[src/design/amgs_pkg.sv]
// shared types and codes of the adjacency matrix graph store
`timescale 1ns / 1ps
package amgs_pkg;

	localparam int FUNC_W    = 3;
	localparam int LABEL_W   = 8;
	localparam int STATUS_W  = 2;
	localparam int VCOUNT_W  = 4;
	localparam int ECOUNT_W  = 16;
	// widest vertex index over the supported table sizes
	localparam int IDX_MAX_W = 3;

	// operation codes
	localparam logic [FUNC_W-1:0] FN_ADD_VERTEX = 3'd0;
	localparam logic [FUNC_W-1:0] FN_EDGE_DIR   = 3'd1;
	localparam logic [FUNC_W-1:0] FN_EDGE_UND   = 3'd2;
	localparam logic [FUNC_W-1:0] FN_LIST_DIR   = 3'd3;
	localparam logic [FUNC_W-1:0] FN_LIST_UND   = 3'd4;

	// result status codes
	localparam logic [STATUS_W-1:0] ST_OK      = 2'd0;
	localparam logic [STATUS_W-1:0] ST_FULL    = 2'd1;
	localparam logic [STATUS_W-1:0] ST_UNKNOWN = 2'd2;

	localparam logic [ECOUNT_W-1:0] ECOUNT_MAX = 16'hFFFF;

	// sequencer to storage commands
	typedef struct packed {
		logic                 lab_we;
		logic                 set_en;
		logic [IDX_MAX_W-1:0] wr_idx;
		logic [IDX_MAX_W-1:0] set_col;
		logic [LABEL_W-1:0]   wdata;
		logic [IDX_MAX_W-1:0] lab_ridx;
		logic [IDX_MAX_W-1:0] row_ridx;
	} store_cmd_t;

endpackage

[src/design/amgs_store.sv]
// label table and adjacency bit rows, one read port each
`timescale 1ns / 1ps
module amgs_store #(
	parameter int MAX_VERTICES = 8
) (
	input  logic                        clk,
	input  logic                        arst_n,
	input  amgs_pkg::store_cmd_t        cmd,
	output logic [amgs_pkg::LABEL_W-1:0] lab_rdata,
	output logic [MAX_VERTICES-1:0]     row_rdata
);
	localparam int IW = $clog2(MAX_VERTICES);

	logic [amgs_pkg::LABEL_W-1:0] labels_q [MAX_VERTICES];
	logic [MAX_VERTICES-1:0]      rows_q   [MAX_VERTICES];

	// label write, no reset: entries are read only once stored
	always_ff @(posedge clk) begin
		if (cmd.lab_we) begin
			labels_q[cmd.wr_idx[IW-1:0]] <= cmd.wdata;
		end
	end

	// adjacency rows, each row sets its own bit on a decode match
	for (genvar r = 0; r < MAX_VERTICES; r++) begin : g_row
		always_ff @(posedge clk or negedge arst_n) begin
			if (!arst_n) begin
				rows_q[r] <= '0;
			end else if (cmd.set_en && (cmd.wr_idx[IW-1:0] == IW'(r))) begin
				rows_q[r][cmd.set_col[IW-1:0]] <= 1'b1;
			end
		end
	end

	// read ports
	assign lab_rdata = labels_q[cmd.lab_ridx[IW-1:0]];
	assign row_rdata = rows_q[cmd.row_ridx[IW-1:0]];

endmodule

[src/design/amgs_seq.sv]
// sequencer with shared label compare and index compare, result register
`timescale 1ns / 1ps
module amgs_seq #(
	parameter int MAX_VERTICES = 8
) (
	input  logic                          clk,
	input  logic                          arst_n,
	input  logic                          in_valid,
	output logic                          in_stall,
	input  logic [amgs_pkg::FUNC_W-1:0]   func,
	input  logic [amgs_pkg::LABEL_W-1:0]  label_a,
	input  logic [amgs_pkg::LABEL_W-1:0]  label_b,
	output amgs_pkg::store_cmd_t          cmd,
	input  logic [amgs_pkg::LABEL_W-1:0]  lab_rdata,
	input  logic [MAX_VERTICES-1:0]       row_rdata,
	output logic                          out_valid,
	input  logic                          out_stall,
	output logic [amgs_pkg::STATUS_W-1:0] status,
	output logic                          has_edge,
	output logic [amgs_pkg::LABEL_W-1:0]  row_label,
	output logic [amgs_pkg::LABEL_W-1:0]  col_label,
	output logic [amgs_pkg::VCOUNT_W-1:0] vertex_count,
	output logic [amgs_pkg::ECOUNT_W-1:0] edge_count,
	output logic                          last
);
	localparam int IW = $clog2(MAX_VERTICES);
	localparam int CW = $clog2(MAX_VERTICES + 1);

	localparam logic [3:0] S_IDLE   = 4'd0;
	localparam logic [3:0] S_FIND_A = 4'd1;
	localparam logic [3:0] S_FIND_B = 4'd2;
	localparam logic [3:0] S_SET_A  = 4'd3;
	localparam logic [3:0] S_SET_B  = 4'd4;
	localparam logic [3:0] S_EMIT   = 4'd5;
	localparam logic [3:0] S_LROW   = 4'd6;
	localparam logic [3:0] S_LCOL   = 4'd7;
	localparam logic [3:0] S_LEND   = 4'd8;

	logic [3:0]                    state_q;
	logic [CW-1:0]                 cnt_q;
	logic [amgs_pkg::ECOUNT_W-1:0] tally_q;
	logic                          pend_v_q;
	logic                          out_valid_q;

	logic [amgs_pkg::FUNC_W-1:0]   func_q;
	logic [amgs_pkg::LABEL_W-1:0]  la_q;
	logic [amgs_pkg::LABEL_W-1:0]  lb_q;
	logic [CW-1:0]                 idx_q;
	logic [CW-1:0]                 j_q;
	logic [IW-1:0]                 a_q;
	logic [IW-1:0]                 b_q;
	logic [amgs_pkg::STATUS_W-1:0] st_q;
	logic [amgs_pkg::LABEL_W-1:0]  row_lab_q;
	logic [amgs_pkg::LABEL_W-1:0]  pend_row_q;
	logic [amgs_pkg::LABEL_W-1:0]  pend_col_q;

	logic [amgs_pkg::STATUS_W-1:0] status_q;
	logic                          has_edge_q;
	logic [amgs_pkg::LABEL_W-1:0]  row_label_q;
	logic [amgs_pkg::LABEL_W-1:0]  col_label_q;
	logic [CW-1:0]                 vcount_q;
	logic [amgs_pkg::ECOUNT_W-1:0] ecount_q;
	logic                          last_q;

	logic                          accept;
	logic                          slot_free;
	logic                          cnt_full;
	logic [amgs_pkg::LABEL_W-1:0]  key;
	logic                          lab_match;
	logic [CW-1:0]                 lim;
	logic [CW-1:0]                 cmp_lhs;
	logic [CW-1:0]                 cmp_rhs;
	logic                          scan_end;
	logic                          edge_bit;
	logic                          lcol_hold;

	logic                          emit;
	logic [amgs_pkg::STATUS_W-1:0] e_status;
	logic                          e_has;
	logic [amgs_pkg::LABEL_W-1:0]  e_row;
	logic [amgs_pkg::LABEL_W-1:0]  e_col;
	logic                          e_last;

	assign accept    = in_valid && (state_q == S_IDLE);
	assign in_stall  = (state_q != S_IDLE);
	assign slot_free = !out_valid_q || !out_stall;
	assign cnt_full  = (cnt_q >= CW'(MAX_VERTICES));

	// shared label compare: first endpoint, then second
	assign key       = (state_q == S_FIND_B) ? lb_q : la_q;
	assign lab_match = (lab_rdata == key);

	// shared index bound compare: table scan or column walk
	assign lim     = (func_q == amgs_pkg::FN_LIST_DIR) ? cnt_q : idx_q;
	assign cmp_lhs = (state_q == S_LCOL) ? j_q : idx_q;
	assign cmp_rhs = (state_q == S_LCOL) ? lim : cnt_q;
	assign scan_end = (cmp_lhs >= cmp_rhs);

	assign edge_bit  = row_rdata[j_q[IW-1:0]];
	// a new pair found while the previous one still cannot leave
	assign lcol_hold = (state_q == S_LCOL) && !scan_end && edge_bit && pend_v_q && !slot_free;

	// storage commands
	always_comb begin
		cmd          = '0;
		cmd.wdata    = label_a;
		cmd.lab_we   = accept && (func == amgs_pkg::FN_ADD_VERTEX) && !cnt_full;
		cmd.set_en   = (state_q == S_SET_A) || (state_q == S_SET_B);
		cmd.lab_ridx = amgs_pkg::IDX_MAX_W'((state_q == S_LCOL) ? j_q[IW-1:0] : idx_q[IW-1:0]);
		cmd.row_ridx = amgs_pkg::IDX_MAX_W'(idx_q[IW-1:0]);
		unique case (state_q)
			S_SET_A: begin
				cmd.wr_idx  = amgs_pkg::IDX_MAX_W'(a_q);
				cmd.set_col = amgs_pkg::IDX_MAX_W'(b_q);
			end
			S_SET_B: begin
				cmd.wr_idx  = amgs_pkg::IDX_MAX_W'(b_q);
				cmd.set_col = amgs_pkg::IDX_MAX_W'(a_q);
			end
			default: begin
				cmd.wr_idx  = amgs_pkg::IDX_MAX_W'(cnt_q[IW-1:0]);
				cmd.set_col = '0;
			end
		endcase
	end

	// result selection
	always_comb begin
		emit     = 1'b0;
		e_status = amgs_pkg::ST_OK;
		e_has    = 1'b0;
		e_row    = '0;
		e_col    = '0;
		e_last   = 1'b1;
		unique case (state_q)
			S_EMIT: begin
				emit     = slot_free;
				e_status = st_q;
			end
			S_LCOL: begin
				emit   = !scan_end && edge_bit && pend_v_q && slot_free;
				e_has  = 1'b1;
				e_row  = pend_row_q;
				e_col  = pend_col_q;
				e_last = 1'b0;
			end
			S_LEND: begin
				emit  = slot_free;
				e_has = pend_v_q;
				e_row = pend_v_q ? pend_row_q : '0;
				e_col = pend_v_q ? pend_col_q : '0;
			end
			default: begin
				emit = 1'b0;
			end
		endcase
	end

	// control state
	always_ff @(posedge clk or negedge arst_n) begin
		if (!arst_n) begin
			state_q  <= S_IDLE;
			cnt_q    <= '0;
			tally_q  <= '0;
			pend_v_q <= 1'b0;
		end else begin
			unique case (state_q)
				S_IDLE: begin
					if (in_valid) begin
						unique case (func)
							amgs_pkg::FN_ADD_VERTEX: begin
								if (!cnt_full) begin
									cnt_q <= cnt_q + CW'(1);
								end
								state_q <= S_EMIT;
							end
							amgs_pkg::FN_EDGE_DIR, amgs_pkg::FN_EDGE_UND: begin
								state_q <= S_FIND_A;
							end
							amgs_pkg::FN_LIST_DIR, amgs_pkg::FN_LIST_UND: begin
								state_q  <= S_LROW;
								pend_v_q <= 1'b0;
							end
							default: begin
								state_q <= S_EMIT;
							end
						endcase
					end
				end
				S_FIND_A: begin
					if (scan_end) begin
						state_q <= S_EMIT;
					end else if (lab_match) begin
						state_q <= S_FIND_B;
					end
				end
				S_FIND_B: begin
					if (scan_end) begin
						state_q <= S_EMIT;
					end else if (lab_match) begin
						state_q <= S_SET_A;
					end
				end
				S_SET_A: begin
					if (tally_q != amgs_pkg::ECOUNT_MAX) begin
						tally_q <= tally_q + amgs_pkg::ECOUNT_W'(1);
					end
					state_q <= (func_q == amgs_pkg::FN_EDGE_UND) ? S_SET_B : S_EMIT;
				end
				S_SET_B: begin
					state_q <= S_EMIT;
				end
				S_LROW: begin
					state_q <= scan_end ? S_LEND : S_LCOL;
				end
				S_LCOL: begin
					if (scan_end) begin
						state_q <= S_LROW;
					end else if (edge_bit && !lcol_hold) begin
						pend_v_q <= 1'b1;
					end
				end
				S_LEND: begin
					if (slot_free) begin
						pend_v_q <= 1'b0;
						state_q  <= S_IDLE;
					end
				end
				S_EMIT: begin
					if (slot_free) begin
						state_q <= S_IDLE;
					end
				end
				default: begin
					state_q <= S_IDLE;
				end
			endcase
		end
	end

	// working registers of the current item
	always_ff @(posedge clk) begin
		unique case (state_q)
			S_IDLE: begin
				if (in_valid) begin
					func_q <= func;
					la_q   <= label_a;
					lb_q   <= label_b;
					idx_q  <= '0;
					st_q   <= ((func == amgs_pkg::FN_ADD_VERTEX) && cnt_full) ?
						amgs_pkg::ST_FULL : amgs_pkg::ST_OK;
				end
			end
			S_FIND_A, S_FIND_B: begin
				if (scan_end) begin
					st_q <= amgs_pkg::ST_UNKNOWN;
				end else if (lab_match) begin
					if (state_q == S_FIND_A) begin
						a_q <= idx_q[IW-1:0];
					end else begin
						b_q <= idx_q[IW-1:0];
					end
					idx_q <= '0;
				end else begin
					idx_q <= idx_q + CW'(1);
				end
			end
			S_LROW: begin
				row_lab_q <= lab_rdata;
				j_q       <= '0;
			end
			S_LCOL: begin
				if (scan_end) begin
					idx_q <= idx_q + CW'(1);
				end else if (!lcol_hold) begin
					if (edge_bit) begin
						pend_row_q <= row_lab_q;
						pend_col_q <= lab_rdata;
					end
					j_q <= j_q + CW'(1);
				end
			end
			default: begin
				st_q <= st_q;
			end
		endcase
	end

	// result register valid
	always_ff @(posedge clk or negedge arst_n) begin
		if (!arst_n) begin
			out_valid_q <= 1'b0;
		end else if (emit) begin
			out_valid_q <= 1'b1;
		end else if (!out_stall) begin
			out_valid_q <= 1'b0;
		end
	end

	// result register payload
	always_ff @(posedge clk) begin
		if (emit) begin
			status_q    <= e_status;
			has_edge_q  <= e_has;
			row_label_q <= e_row;
			col_label_q <= e_col;
			vcount_q    <= cnt_q;
			ecount_q    <= tally_q;
			last_q      <= e_last;
		end
	end

	assign out_valid    = out_valid_q;
	assign status       = status_q;
	assign has_edge     = has_edge_q;
	assign row_label    = row_label_q;
	assign col_label    = col_label_q;
	assign vertex_count = amgs_pkg::VCOUNT_W'(vcount_q);
	assign edge_count   = ecount_q;
	assign last         = last_q;

endmodule

[src/design/adjacency_matrix_graph_store_unit.sv]
// Adjacency matrix graph store: top level.
// An edge add scans the label table for both labels, one table entry compared per cycle
// on the shared compare, and if both are found sets one adjacency bit, or two for undirected.
// A listing walks the matrix one cell per cycle while no found pair waits on a stalled
// result register, directed over all N*N cells and undirected over the cells below
// the diagonal, for N stored vertices; one item at a time.
// arst_n clears vertex count, edge count and all adjacency bits; labels stay undefined.
`timescale 1ns / 1ps
module adjacency_matrix_graph_store_unit #(
	parameter int MAX_VERTICES = 8
) (
	input  logic                          clk,
	input  logic                          arst_n,
	input  logic                          in_valid,
	output logic                          in_stall,
	input  logic [amgs_pkg::FUNC_W-1:0]   func,
	input  logic [amgs_pkg::LABEL_W-1:0]  label_a,
	input  logic [amgs_pkg::LABEL_W-1:0]  label_b,
	output logic                          out_valid,
	input  logic                          out_stall,
	output logic [amgs_pkg::STATUS_W-1:0] status,
	output logic                          has_edge,
	output logic [amgs_pkg::LABEL_W-1:0]  row_label,
	output logic [amgs_pkg::LABEL_W-1:0]  col_label,
	output logic [amgs_pkg::VCOUNT_W-1:0] vertex_count,
	output logic [amgs_pkg::ECOUNT_W-1:0] edge_count,
	output logic                          last
);
	amgs_pkg::store_cmd_t         cmd;
	logic [amgs_pkg::LABEL_W-1:0] lab_rdata;
	logic [MAX_VERTICES-1:0]      row_rdata;

	// label and adjacency storage
	amgs_store #(
		.MAX_VERTICES(MAX_VERTICES)
	) u_store (
		.clk       (clk),
		.arst_n    (arst_n),
		.cmd       (cmd),
		.lab_rdata (lab_rdata),
		.row_rdata (row_rdata)
	);

	// sequencer and result register
	amgs_seq #(
		.MAX_VERTICES(MAX_VERTICES)
	) u_seq (
		.clk          (clk),
		.arst_n       (arst_n),
		.in_valid     (in_valid),
		.in_stall     (in_stall),
		.func         (func),
		.label_a      (label_a),
		.label_b      (label_b),
		.cmd          (cmd),
		.lab_rdata    (lab_rdata),
		.row_rdata    (row_rdata),
		.out_valid    (out_valid),
		.out_stall    (out_stall),
		.status       (status),
		.has_edge     (has_edge),
		.row_label    (row_label),
		.col_label    (col_label),
		.vertex_count (vertex_count),
		.edge_count   (edge_count),
		.last         (last)
	);

endmodule

[config.mk]
export PLATFORM = sky130hd
export DESIGN_NAME = adjacency_matrix_graph_store_unit
export DESIGN_NICKNAME = d
export VERILOG_FILES = /design/src/design/amgs_pkg.sv /design/src/design/amgs_store.sv /design/src/design/amgs_seq.sv /design/src/design/adjacency_matrix_graph_store_unit.sv
export SDC_FILE = /design/constraint.sdc
export NUM_CORES = 1
export LEC_CHECK = 0
export ABC_AREA = 1
export BUFFER_PORTS_ARGS = -buffer_cell sky130_fd_sc_hd__buf_2
export CORE_MARGIN = 4
export CORE_UTILIZATION = 30
export CTS_CLUSTER_DIAMETER = 120
export CTS_CLUSTER_SIZE = 24
export DETAILED_ROUTE_END_ITERATION = 7
export GPL_TIMING_DRIVEN = 0
export PLACE_DENSITY = 0.47
export SYNTH_ARGS = -nofsm -noshare
export SYNTH_HDL_FRONTEND = slang
export SYNTH_HIERARCHICAL = 1
export SYNTH_SLANG_ARGS = --single-unit
[constraint.sdc]
create_clock -name clk -period 5.4 [get_ports clk]
set_clock_uncertainty 0.1 [all_clocks]
set_input_delay 0.27 -clock clk [delete_from_list [all_inputs] [get_ports clk]]
set_output_delay 0.27 -clock clk [all_outputs]
set_load 0.02 [all_outputs]
-- Yosys cells after proc, flatten, opt, wreduce, memory -nomap -nowiden
Memory sizes are Yosys's and may differ from the RTL's.
Index checks and enable logic that the tools add are counted.
- bits in registers: 189
- bits in writable memories: 64
- output and inout bits: 42
- word-level logic and storage cells: 196
- memories kept: 1
- add/sub/neg operators: 4
- $lt $le $gt $ge: 6
- equal/unequal tests: 36
- multiplexer cells: 53
- bitwise gates (word level): 13
- reductions and logical operators: 52
- memory list (memory ; words ; bits a word ; read ports ; clocked after memory_dff ; write ports ; RTL line ; source):
    u_store.labels_q ; 8 ; 8 ; 1 ; 0 ; 1 ; amgs_store.sv:14 ; logic [amgs_pkg::LABEL_W-1:0] labels_q [MAX_VERTICES];
- operators with widths (kind ; count):
    2-to-1 mux 4 bit ; 17
    OR 8 bit ; 8
    2-to-1 mux 8 bit ; 5
    case mux 4 bit (8 select lines) ; 1
    case mux 8 bit (2 select lines) ; 2
    binary-select mux 8 bit (select 3 bit) ; 1
    logical AND 1 bit ; 21
    AND reduction 4 bit ; 5
    == test 3 x 2 -> 1 bit (second input constant) ; 6
    adder 16 x 1 -> 16 bit (second input constant) ; 1
    == test 4 x 3 -> 1 bit (second input constant) ; 4
    inequality test 16 bit (second input constant) ; 1
    == test 3 bit (second input constant) ; 5
    2-to-1 mux 1 bit ; 14
    adder 4 x 1 -> 4 bit (second input constant) ; 3
    inequality test 2 bit (second input constant) ; 6
    case mux 4 bit (3 select lines) ; 1
    case mux 6 bit (2 select lines) ; 1
    inequality test 2 x 1 -> 1 bit (second input constant) ; 5
    == test 4 x 2 -> 1 bit (second input constant) ; 2
    == test 8 bit ; 1
    greater-or-equal comparator 4 bit (second input constant) ; 2
    < comparator 3 x 4 -> 1 bit (second input constant) ; 2
    case mux 4 bit (2 select lines) ; 1
    other kinds (28) ; 49

-- Depth between registers and ports, before layout
Gate-level depths: netlist of the first run.
- depth after elaboration: 14
- gate-level depth with buffers: 26
- mapped depth without buffers: 24

-- Hierarchy
The synthesis of the first run kept the hierarchy.
- by module, submodules not included (module ; times used ; cells an instance ; area each (sq um) ; seq. area each (sq um)):
    amgs_store ; 1 ; 655 ; 6022.0 ; 3523.4
    amgs_seq ; 1 ; 520 ; 5614.1 ; 3623.5

-- Worst setup path before layout of the first run
OpenSTA, ideal clock, no wires.
- path type: register -> register
- start point: register u_seq.state_q[3]
- end point: register u_seq.col_label_q, in the netlist u_seq/col_label[0] (enable)
- arrival time: 4.096 ns
- required time: 4.862 ns
- path slack: 0.767 ns
- cell stages (with the launch flop): 17
- buffers on the path: 1
- period minus slack after synthesis: 4.633 ns
- path through: dfrtp_1 inv_1 nand2_1 nor2_4 inv_1 clkbuf_1 o21ai_0 ha_1 inv_1 o21bai_1 nand3_1 nand3_1 nor2_1 o211ai_1 o21ai_0 inv_1 nor2_1
- longest elaborated chain between the ends: 8
- ends and longest elaborated chain (what ; RTL line ; source):
    from (decl) ; amgs_seq.sv:39 ; logic [3:0] state_q;
    from (signal assigned) ; amgs_seq.sv:208 ; state_q <= (func_q == amgs_pkg::FN_EDGE_UND) ? S_SET_B : S_EMIT;
    from (signal assigned) ; amgs_seq.sv:214 ; state_q <= scan_end ? S_LEND : S_LCOL;
    == test 4 x 3 -> 1 bit ; amgs_seq.sv:95, amgs_seq.sv:96, amgs_seq.sv:135 ;
    2-to-1 mux 4 bit, on equally long branches ; amgs_seq.sv:95, amgs_seq.sv:96 ;
    greater-or-equal comparator 4 bit ; amgs_seq.sv:97 ; assign scan_end = (cmp_lhs >= cmp_rhs);
    zero test 1 bit ; amgs_seq.sv:141 ; emit = !scan_end && edge_bit && pend_v_q && slot_free;
    logical AND 1 bit (3 in series) ; amgs_seq.sv:141 ;
    case mux 1 bit (2 select lines) (*) ; amgs_seq.sv:135 ; unique case (state_q)
    via u_seq.emit ; amgs_seq.sv:77 ; logic emit;
    to (signal assigned) ; amgs_seq.sv:306 ; col_label_q <= e_col;
    to (decl) ; amgs_seq.sv:60 ; logic [amgs_pkg::LABEL_W-1:0] col_label_q;
The timed path passes the listed nets; every way through them passes the cells marked *.
A chain may end at the register's enable or synchronous reset.

-- Worst setup path in the final report of the first run
- start point: register u_seq.state_q[3]
- end point: register u_seq.ecount_q, in the netlist u_seq/edge_count[13] (enable)
- longest elaborated chain between the ends: 8
- ends and longest elaborated chain (what ; RTL line ; source):
    == test 4 x 3 -> 1 bit ; amgs_seq.sv:95, amgs_seq.sv:96, amgs_seq.sv:135 ;
    2-to-1 mux 4 bit, on equally long branches ; amgs_seq.sv:95, amgs_seq.sv:96 ;
    greater-or-equal comparator 4 bit ; amgs_seq.sv:97 ;
    zero test 1 bit ; amgs_seq.sv:141 ;
    logical AND 1 bit (3 in series) ; amgs_seq.sv:141 ;
    case mux 1 bit (2 select lines) (*) ; amgs_seq.sv:135 ;
    via u_seq.emit ; amgs_seq.sv:77 ;
    to (signal assigned) ; amgs_seq.sv:308 ; ecount_q <= tally_q;
    to (decl) ; amgs_seq.sv:62 ; logic [amgs_pkg::ECOUNT_W-1:0] ecount_q;
Marks and branches as above.

==> impl_results.md, run 1 <==
* DIE WIDTH at ~200 µm
* Maximum clock path buffer count at 3
* Yosys warnings at 6
* Proportion of synthesized chip area in sequential cells at 0.614
* Starting Density at 0.307
* CORE AREA at roughly 38000 µm²
* Final setup violation count at 0
* Highest net fanout along the worst path at 23
* Final Util at 0.354
* GPL Wtd Cong at a little over 0.8
* Series of cell instances along the critical path: inv_1 > nand2_1 > nor2_4 > inv_1 > clkbuf_1 > o21ai_0 > ha_1 > inv_1 > o21bai_1 > nand3_1 > nand3_1 > nor2_1 > o211ai_1 > o21ai_0 > inv_1 > nor2_4 > buf_16
* Total inserted antenna cells at 0
* Fraction of synthesis flops using an asynchronous set or reset pin at 0.356
* Post-Syn Nets at around 1200
* Via-to-Cell Ratio at 4.33
* Clock edge transition at the registers on the reported setup and hold paths at approximately 0.1 ns
* Clock tree sinks at around 250
* Count of routing violations after the opening detailed-route iteration at 416
* Peak supply drop at between 150 and 200 µV
* Residual overflow from global routing at 0
* Number of levels the H-tree was split into at 1
* Fraction of layout instances using a drive strength above 1 at 0.144
* Critical Path AT at 4.49 ns
* Busiest layer in global routing: met2
* Longest individual stage delay on the worst path at about 0.44 ns
* Number of hold-slack violations in the final timing report at 0
* Overall via count from detail_route at 7814
* Wire length of the first global-routing pass at 42400 µm
* Area Growth Syn to Fin at 15.4%
* RSZ-0062 raised after global routing: no
* Leading cell type in the layout, fill and taps excluded: sky130_fd_sc_hd__nand2_1
* Final-stage net count at around 1300
* CTS tree: done
* Total routing usage reported by global routing at 0.126
* Number of top-level design ports at between 60 and 70
* Count of distinct cell types in the synthesized netlist at a little over 40
* Flip-flop cell with the highest count after synthesis: sky130_fd_sc_hd__edfxtp_1
* Via count of the first global-routing pass at around 7700
* CP max-delay cell: sky130_fd_sc_hd__o21ai_0
* GR met1 Demand/Resource at 0.180
* Worst-skew pair later-pin latency at approximately 0.49 ns
* Critical path start-end classification: flop to flop
* Critical Path Source Type: flop
* Die Area at 42000 µm²
* # fillers at between 3000 and 4000
* M2 GR Usage at 0.207
* Number of buffers inserted by port buffering at 64
* Total standard cell area after synthesis at 11600 µm²
* Run status: finished clean
* Worst hold-check path type: primary input to async pin
* Floorplan die height at 205 µm
* Cell chosen for the clock root: sky130_fd_sc_hd__clkbuf_16
* Initial antenna violation count at 0
* Normalized max-slew margin at 0.416
* Number of buffers inserted during clock tree synthesis at 14
* DP HPWL at between 15000 and 20000 µm
* Least-Margin Pin Slew at just under 0.9 ns
* Number of register bits inferred by synthesis at between 200 and 300
* Ratio of total power to cell area at between 400 and 500 nW/µm²
* Max-slew violations at 0
* Worst setup EP type: flop
* Non-filler cells, final at ~1800
* Leakage power figure at between 6 and 7 nW
* Placement row count at 71
* Fmax at about 0.23 GHz
* Required time at the endpoint of the critical path at 5.50 ns
* Placed insts at 1761
* Grt met3 use at 0.0161
* Total routed wirelength at about 26000 µm
* Instance count of the mapped netlist at 1175
* Tmin final at around 4.4 ns
* 1st-pass router iterations at 5
* Commonest cells after routing, fill and taps aside: sky130_fd_sc_hd__nand2_1 (302), sky130_fd_sc_hd__inv_1 (224), sky130_fd_sc_hd__edfxtp_1 (163)
* Count of nets left with antenna violations after detail routing at 0
* Maximum number of pins on one net before global-route repair at slightly below 70
* Power after layout at 6.53 mW
* Share of the clock period used by the worst path at 0.813
* Number of gates given a new drive strength after cts at 0
* Mean instance size in the synthesized netlist at 9.90 µm²
* Count of max-cap constraint violations at 0
* DRC violations left at 0
* Critical Path Most Common Cell: sky130_fd_sc_hd__inv_1
* Number of enable flip-flop cells after synthesis at approximately 160
* DR WL/cell at 14.6 µm
-- critical path: cells and delay by family (launching register included) --
| kind | cells | cell delay [ns] |
|---|---|---|
| AND/OR/NAND/NOR | 6 | 1.37 |
| buffers and inverters | 6 | 0.91 |
| AO/OA/AOI/OAI | 4 | 0.94 |
| adder cells (fa/ha/maj) | 1 | 0.33 |
| flip-flops | 1 | 0.43 |
-- registers in the layout (all words and copies together) (netlist names), 8 cells and up --
signal / cells
u_store/labels_q: 64
u_store/rows_q: 64
u_seq/edge_count: 16
u_seq/tally_q: 16
u_seq/col_label: 8
u_seq/la_q: 8
u_seq/lb_q: 8
u_seq/pend_col_q: 8
u_seq/pend_row_q: 8
u_seq/row_lab_q: 8
u_seq/row_label: 8
-- cell usage after synthesis, types with 3 or more instances --
library cell | instances | share of area
sky130_fd_sc_hd__nor3_1 | 11 | 0.0047
sky130_fd_sc_hd__o21ai_2 | 8 | 0.0060
sky130_fd_sc_hd__nor2_4 | 3 | 0.0029
sky130_fd_sc_hd__xnor2_1 | 7 | 0.0053
sky130_fd_sc_hd__o21ai_0 | 59 | 0.025
sky130_fd_sc_hd__inv_1 | 224 | 0.072
sky130_fd_sc_hd__buf_2 | 4 | 0.0017
sky130_fd_sc_hd__nand2_2 | 8 | 0.0043
sky130_fd_sc_hd__buf_4 | 19 | 0.012
sky130_fd_sc_hd__a21oi_1 | 5 | 0.0022
sky130_fd_sc_hd__clkbuf_1 | 3 | 0.00097
sky130_fd_sc_hd__nor2_1 | 52 | 0.017
sky130_fd_sc_hd__nand2_1 | 302 | 0.097
sky130_fd_sc_hd__buf_6 | 17 | 0.016
sky130_fd_sc_hd__nor4_1 | 9 | 0.0048
sky130_fd_sc_hd__inv_4 | 3 | 0.0016
sky130_fd_sc_hd__dfrtp_1 | 90 | 0.19
sky130_fd_sc_hd__o211ai_1 | 3 | 0.0019
sky130_fd_sc_hd__o221ai_1 | 3 | 0.0023
sky130_fd_sc_hd__ha_1 | 9 | 0.0097
sky130_fd_sc_hd__nand3b_1 | 5 | 0.0032
sky130_fd_sc_hd__o21ai_1 | 17 | 0.0073
sky130_fd_sc_hd__edfxtp_1 | 163 | 0.42
sky130_fd_sc_hd__xor2_1 | 12 | 0.0090
sky130_fd_sc_hd__inv_2 | 4 | 0.0013
sky130_fd_sc_hd__o22ai_1 | 3 | 0.0016
sky130_fd_sc_hd__nand4_4 | 8 | 0.015
sky130_fd_sc_hd__nand3_1 | 104 | 0.045
sky130_fd_sc_hd__nand4_1 | 4 | 0.0022
-- per-layer routing --
metal / up-vias / wire (µm)
met2: 123 / 12200
li1: 3961 / -
met5: - / 0
met3: 28 / 1010
met4: 0 / 431
met1: 3702 / 12700
-- logic make-up (layout without fill, tap and decap cells) --
| kind of cell | count (synthesis) | in the layout | share of synthesized area |
|---|---|---|---|
| and+or+nand+nor | 514 | 514 | 0.202 |
| xor gates and xnor gates | 19 | 19 | 0.0143 |
| buffers and inverters | 276 | 395 | 0.108 |
| DFF | 253 | 253 | 0.614 |
| adders and majority gates | 9 | 9 | 0.00968 |
| AOI/OAI and AO/OA | 103 | 103 | 0.0504 |
| muxes | 1 | 1 | 0.000860 |
-- worst paths after layout --
check                                                  start                              to  slack [ns]  depth (start not counted)
worst max-delay path            u_seq/state_q[3]$_DFFE_PN0P_  u_seq/edge_count[13]$_DFFE_PP_        1.01                         17
worst min-delay path                                  arst_n    u_seq/tally_q[6]$_DFFE_PN0P_        0.13                          2
worst max register to register  u_seq/state_q[3]$_DFFE_PN0P_  u_seq/edge_count[13]$_DFFE_PP_        1.01                         17
worst min register to register  u_seq/row_lab_q[3]$_DFFE_PN_   u_seq/pend_row_q[3]$_DFFE_PP_        0.33                          0
max in group asynchronous                             arst_n   u_store/rows_q[8]$_DFFE_PN0P_        4.38                          3
min in group clk                                    in_valid       u_seq/func_q[1]$_DFFE_PP_        0.16                          3
-- area by class of cell --
| cell class | count | area (µm²) | area share |
|---|---|---|---|
| plain buffers | 43 | 365 | 0.0272 |
| clock buffers | 22 | 402 | 0.0299 |
| clock inverters | 1 | 16.3 | 0.00121 |
| inverters | 233 | 892 | 0.0664 |
| multi-input cells | 646 | 3300 | 0.245 |
| flip-flops and latches | 253 | 7150 | 0.532 |
| well taps | 511 | 639 | 0.0476 |
| repair buffers | 96 | 676 | 0.0503 |
-- through the flow --
stage	cell area [µm²]	setup WS (ns)	setup TNS, ns	hold WS (ns)
6_report	13400	1.01	0	0.132
5_1_grt	13400	0.460	0	0.153
4_1_cts	13400	0.901	0	0.129
3_5_place_dp	12800	0.925	0	0.126
3_3_place_gp	12600	-0.946	-37.65	0.303
2_1_floorplan	11600	0.767	0	-0.126
-- timing repair --
item	4_1_cts	5_1_grt
hold endpoints to repair	44	0
hold buffers	21	0
endpoints found under the setup margin	0	0
buffers inserted	0	0
-- report_power, final --
part,switching (mW),internal [mW],leakage [nW]
clock network,0.615,0.524,0.200
registers,0.136,2.47,2.70
logic,1.89,0.890,3.15
Note: power is estimated with default switching activity, not from simulation.
==> run 2: changes to the inputs <==
Clock period 5.4 ns to 4.3 ns, I/O delays scaled along.
==> impl_results.md, run 2 (synthesis gave the netlist of run 1 again) <==
* Least-Margin Pin Slew at between 0.6 and 0.7 ns
* CORE AREA at roughly 38000 µm²
* Count of max-cap constraint violations at 0
* Total routed wirelength at between 20000 and 30000 µm
* Final Util at 0.355
* Tmin final at around 4.0 ns
* Cell chosen for the clock root: sky130_fd_sc_hd__clkbuf_16
* Worst setup EP type: flop
* Wire length of the first global-routing pass at 42000 µm
* DR WL/cell at between 10 and 15 µm
* Worst-skew pair later-pin latency at 0.50 ns
* Residual overflow from global routing at 0
* DP HPWL at 18600 µm
* Fraction of layout instances using a drive strength above 1 at 0.147
* Number of buffers inserted during clock tree synthesis at 14
* Via-to-Cell Ratio at about 4.3
* Maximum clock path buffer count at 3
* Critical Path Source Type: flop
* Min-Delay Path Depth at 3
* Pint at 4.90 mW
* Worst setup slack for register-to-register paths at 0.35 ns
* Maximum number of pins on one net before global-route repair at between 60 and 70
* DRC violations left at 0
* 1st-pass router iterations at 6
* Critical path start-end classification: flop to flop
* CTS tree: done
* Startpoint of the most critical register-to-register path: u_seq/state_q[3]$_DFFE_PN0P_
* Number of buffers inserted by port buffering at 64
* Final setup violation count at 0
* Clock tree sinks at roughly 250
* Sw Ratio at 0.405
* Required time at the endpoint of the critical path at ~4.3 ns
* Placement row count at slightly above 70
* Commonest cells after routing, fill and taps aside: sky130_fd_sc_hd__nand2_1 (302), sky130_fd_sc_hd__inv_1 (224), sky130_fd_sc_hd__edfxtp_1 (163)
* Setup Total Neg Slack at 0 ns
* Normalized max-slew margin at 0.531
* GPL Wtd Cong at ~0.8
* Leakage power figure at about 6.1 nW
* Worst Reg2Reg Path Length in Cells at 18
* Max-slew violations at 0
* Sequential power share at 0.397
* Starting Density at 0.307
* Number of top-level design ports at 65
* Number of hold-slack violations in the final timing report at 0
* Leading cell type in the layout, fill and taps excluded: sky130_fd_sc_hd__nand2_1
* Endpoint of the most critical register-to-register path: u_seq/b_q[1]$_DFFE_PP_
* Floorplan die height at slightly above 200 µm
* Critical Path AT at around 4 ns
* Fmax at 0.253 GHz
* Share of the clock period used by the worst path at 0.920
* Highest net fanout along the worst path at 10
* Final-stage net count at between 1000 and 1500
* Proportion of power drawn by combinational gates at 0.427
* Die Area at ~42000 µm²
* Clock edge transition at the registers on the reported setup and hold paths at about 0.10 ns
* Number of levels the H-tree was split into at 1
* P_sw at about 3.3 mW
* Via count of the first global-routing pass at ~7500
* DIE WIDTH at roughly 200 µm
* Area Growth Syn to Fin at 15.8%
* Count of routing violations after the opening detailed-route iteration at roughly 350
* Worst hold-check path type: primary input to flop
* Part of the power in the clock network at 0.176
* Count of nets left with antenna violations after detail routing at 0
* Run status: finished clean
* Endpoint, Worst Hold: u_seq/func_q[1]$_DFFE_PP_
* Ratio of total power to cell area at ~600 nW/µm²
* Total routing usage reported by global routing at 0.126
* Min-delay src: in_valid
* RSZ-0062 raised after global routing: no
* Peak supply drop at around 260 µV
* Total inserted antenna cells at 0
* Initial antenna violation count at 0
* Overall via count from detail_route at 7823
-- run 2: cell count changes in the layout (fill, tap and decap cells not counted), sizes merged --
cell  before  now
buf      115  118
-- run 2: final cells by class --
class	count	area, µm²
buffer	43	368
inverter	233	892
clock inverter	1	16.3
clock buffer	22	402
fill	3850	24500
timing repair buffer	99	711
multi-input combinational	646	3300
sequential	253	7150
tap	511	639
-- run 2: power groups by stage --
stage	Combinational (mW)	Sequential (mW)	Clock [mW]
detailed placement	3.51	3.33	0
CTS	3.56	3.28	1.51
finish	3.52	3.27	1.45
global route	3.95	3.32	1.60
floorplan	2.38	3.40	0
global placement	3.43	3.34	0
-- run 2: through the flow --
stage | area, µm² | instances | hold slack, ns | power [mW] | setup slack [ns]
2_1_floorplan | 11600 | 1175 | -0.181 | 5.78 | 0.338
3_3_place_gp | 12600 | 1750 | 0.294 | 6.77 | -1.11
3_5_place_dp | 12800 | 1761 | 0.0604 | 6.85 | -0.128
4_1_cts | 13500 | 1806 | 0.0449 | 8.35 | 0.0328
5_1_grt | 13500 | 1808 | 0.0790 | 8.87 | 0.0553
6_report | 13500 | 1808 | 0.0705 | 8.24 | 0.346
-- run 2: how the worst max path moves through the flow --
stage,start,endpoint,slack (ns),depth (start not counted)
global route,u_seq/state_q[3]$_DFFE_PN0P_,u_seq/b_q[1]$_DFFE_PP_,0.06,19
finish,u_seq/state_q[3]$_DFFE_PN0P_,u_seq/b_q[1]$_DFFE_PP_,0.35,18
detailed placement,u_seq/state_q[3]$_DFFE_PN0P_,u_seq/last$_DFFE_PP_,-0.13,17
global placement,u_seq/state_q[3]$_DFFE_PN0P_,u_seq/edge_count[12]$_DFFE_PP_,-1.11,16
CTS,u_seq/state_q[3]$_DFFE_PN0P_,u_seq/pend_col_q[7]$_DFFE_PP_,0.03,14
floorplan,u_seq/state_q[3]$_DFFE_PN0P_,u_seq/col_label[0]$_DFFE_PP_,0.34,16
-- run 2: worst max-delay path, cell delays in order, from the launching register on --
cell and delay [ns]:
sky130_fd_sc_hd__dfrtp_1 0.43, sky130_fd_sc_hd__inv_1 0.07, sky130_fd_sc_hd__nand2_1 0.15, sky130_fd_sc_hd__nor2_4 0.25
sky130_fd_sc_hd__inv_1 0.20, sky130_fd_sc_hd__clkbuf_2 0.24, sky130_fd_sc_hd__o21ai_1 0.27, sky130_fd_sc_hd__buf_6 0.19
sky130_fd_sc_hd__buf_2 0.28, sky130_fd_sc_hd__nand3_1 0.14, sky130_fd_sc_hd__nand2_1 0.08, sky130_fd_sc_hd__nand2_1 0.05
sky130_fd_sc_hd__nand2_1 0.19, sky130_fd_sc_hd__nand3_1 0.10, sky130_fd_sc_hd__nand2_1 0.07, sky130_fd_sc_hd__nand2_1 0.06
sky130_fd_sc_hd__nor2_2 0.18, sky130_fd_sc_hd__nand2_4 0.11, sky130_fd_sc_hd__nor3_1 0.44
-- run 2: what timing repair did --
item                       in CTS  in global routing
resized for setup               1                  5
hold endpoints to repair      160                  0
setup endpoints to repair      26                 59
hold buffers                   21                  0
pin swaps                       1                  1
buffers inserted                1                  2
-- run 2: per-layer routing --
metal / global-route usage / vias up / part of all wire
li1: - / 3976 / -
met4: 0.0280 / 0 / 0.017
met3: 0.0160 / 28 / 0.040
met2: 0.212 / 126 / 0.48
met1: 0.175 / 3693 / 0.47
met5: 0 / - / 0
==> run 3: changes to the inputs <==
Settings changed: CELL_PAD_IN_SITES_DETAIL_PLACEMENT set to 0, CELL_PAD_IN_SITES_GLOBAL_PLACEMENT set to 2, PLACE_DENSITY 0.47 to 0.65.
==> impl_results.md, run 3 (synthesis gave the netlist of run 1 again) <==
* Critical Path AT at just under 4 ns
* Cell area after layout at 13500 µm²
* Maximum number of pins on one net before global-route repair at 53
* DR WL/cell at about 15 µm
* Leakage power figure at ~6.1 nW
* Number of buffers inserted by port buffering at 64
* Ratio of total power to cell area at around 610 nW/µm²
* Placement-stage cell area at roughly 13000 µm²
* Initial antenna violation count at 0
* Worst-skew pair later-pin latency at ~0.50 ns
* Critical Path Most Common Cell: sky130_fd_sc_hd__nand2_1
* CTS tree: done
* Non-filler cells, final at approximately 1800
* Peak supply drop at roughly 210 µV
* CORE AREA at around 38000 µm²
* Maximum clock path buffer count at 3
* Cell chosen for the clock root: sky130_fd_sc_hd__clkbuf_16
* Count of max-cap constraint violations at 0
* Sw Ratio at 0.405
* Critical Path Source Type: flop
* Highest net fanout along the worst path at 10
* Wire length of the first global-routing pass at approximately 44000 µm
* Area of the multi-input gates at between 3000 and 4000 µm²
* Kind of cell adding the most delay to the critical path: simple AND/OR/NAND/NOR gates
* Count of nets left with antenna violations after detail routing at 0
* Number of top-level design ports at 65
* Endpoint of the most critical register-to-register path: u_seq/a_q[2]$_DFFE_PP_
* Setup Total Neg Slack at 0 ns
* Critical path start-end classification: flop to flop
* Via count of the first global-routing pass at 7667
* GPL Wtd Cong at around 0.77
* Pint at between 4 and 5 mW
* Total routed wirelength at ~28000 µm
* Tmin final at between 3 and 4 ns
* Final setup violation count at 0
* Run status: finished clean
* Floorplan die height at 205 µm
* Part of the power in the clock network at 0.177
* Fraction of layout instances using a drive strength above 1 at 0.149
* WP buf/inv at 6
* # fillers at slightly below 4000
* Number of buffers inserted during clock tree synthesis at 14
* Share of the clock period used by the worst path at 0.899
* Total inserted antenna cells at 0
* Worst hold-check path type: primary input to async pin
* Area Growth Syn to Fin at 15.9%
* DIE WIDTH at 205 µm
* Reg area at about 7100 µm²
* Number of levels the H-tree was split into at 1
* Starting Density at 0.307
* Worst Reg2Reg Path Length in Cells at 19
* Worst setup slack for register-to-register paths at 0.43 ns
* Residual overflow from global routing at 0
* Least-Margin Pin Slew at around 0.70 ns
* Worst setup EP type: flop
* DRC violations left at 0
* Series of cell instances along the critical path: nand2_1 > nor2_4 > inv_1 > clkbuf_1 > o21ai_2 > buf_6 > buf_2 > nand3_1 > nand2_1 > nand2_1 > nand2_1 > inv_1 > nand3_1 > nand2_1 > inv_1 > nand2_1 > nor2_2 > nand2_4 > nor2_1
* Count of routing violations after the opening detailed-route iteration at between 300 and 400
* Sequential power share at 0.396
* Logic depth of the worst setup path including buffers at 19
* Leading cell type in the layout, fill and taps excluded: sky130_fd_sc_hd__nand2_1
* DP HPWL at just under 20000 µm
* Required time at the endpoint of the critical path at between 4 and 5 ns
* P_sw at 3.35 mW
* Die Area at 42000 µm²
* 1st-pass router iterations at 5
* Number of hold-slack violations in the final timing report at 0
* Max-slew violations at 0
* Normalized max-slew margin at 0.530
* Clock edge transition at the registers on the reported setup and hold paths at about 0.11 ns
* Total routing usage reported by global routing at 0.133
* Via-to-Cell Ratio at around 4.3
* Commonest cells after routing, fill and taps aside: sky130_fd_sc_hd__nand2_1 (302), sky130_fd_sc_hd__inv_1 (224), sky130_fd_sc_hd__edfxtp_1 (163)
* Overall via count from detail_route at about 7700
* Placement row count at 71
* Final-stage net count at 1321
* CP max-delay cell: sky130_fd_sc_hd__dfrtp_1
* Clock tree sinks at between 200 and 300
* Longest individual stage delay on the worst path at approximately 0.46 ns
* Proportion of power drawn by combinational gates at 0.427
* Fmax at between 0.2 and 0.3 GHz
* Startpoint of the most critical register-to-register path: u_seq/state_q[2]$_DFFE_PN0P_
* Placed insts at 1761
==> run 3: what timing repair did <==
action,CTS,global route
endpoints found under the hold margin,118,0
setup buffers,1,1
setup endpoints to repair,59,62
pin swaps,1,1
resized for setup,2,6
hold buffers,21,0
==> run 3: worst max path at each step <==
stage | from | to
after floorplan | u_seq/state_q[3]$_DFFE_PN0P_ | u_seq/col_label[0]$_DFFE_PP_
after CTS | u_seq/state_q[2]$_DFFE_PN0P_ | u_seq/b_q[1]$_DFFE_PP_
final | u_seq/state_q[2]$_DFFE_PN0P_ | u_seq/a_q[2]$_DFFE_PP_
after detailed placement | u_seq/state_q[2]$_DFFE_PN0P_ | u_seq/edge_count[15]$_DFFE_PP_
after global routing | u_seq/state_q[2]$_DFFE_PN0P_ | u_seq/a_q[2]$_DFFE_PP_
after global placement | u_seq/state_q[2]$_DFFE_PN0P_ | u_seq/vertex_count[2]$_DFFE_PP_
==> run 3: cell type report <==
type	count	share of cell area
Sequential cell	253	0.530
Timing Repair Buffer	98	0.0521
Buffer	43	0.0272
Clock buffer	22	0.0305
Clock inverter	1	0.000835
Multi-Input combinational cell	646	0.246
Tap cell	511	0.0474
Inverter	233	0.0661
==> run 3: through the flow <==
step | utilization | hold slack [ns] | setup slack [ns] | power (mW)
2_1_floorplan | - | -0.181 | 0.338 | 5.78
3_3_place_gp | 0.332 | 0.294 | -1.24 | 6.82
3_5_place_dp | 0.338 | 0.144 | -0.299 | 6.88
4_1_cts | 0.355 | 0.0717 | 0.0227 | 8.42
5_1_grt | 0.356 | 0.0804 | -0.00656 | 8.97
6_report | 0.356 | 0.118 | 0.433 | 8.26
==> run 3: power by group through the flow <==
| stage | Combinational (mW) | Clock, mW | Sequential [mW] |
|---|---|---|---|
| after floorplan | 2.38 | 0 | 3.40 |
| after global placement | 3.49 | 0 | 3.33 |
| after detailed placement | 3.55 | 0 | 3.33 |
| after CTS | 3.60 | 1.55 | 3.28 |
| after global routing | 4.02 | 1.64 | 3.31 |
| final | 3.53 | 1.46 | 3.27 |
==> run 3: layer usage <==
metal,routed length (µm),track usage,share of wire,vias to the layer above
li1,-,-,-,3969
met4,386,0.0285,0.014,0
met3,827,0.0161,0.030,18
met1,13600,0.190,0.49,3624
met2,12800,0.219,0.46,81
met5,0,0,0,-
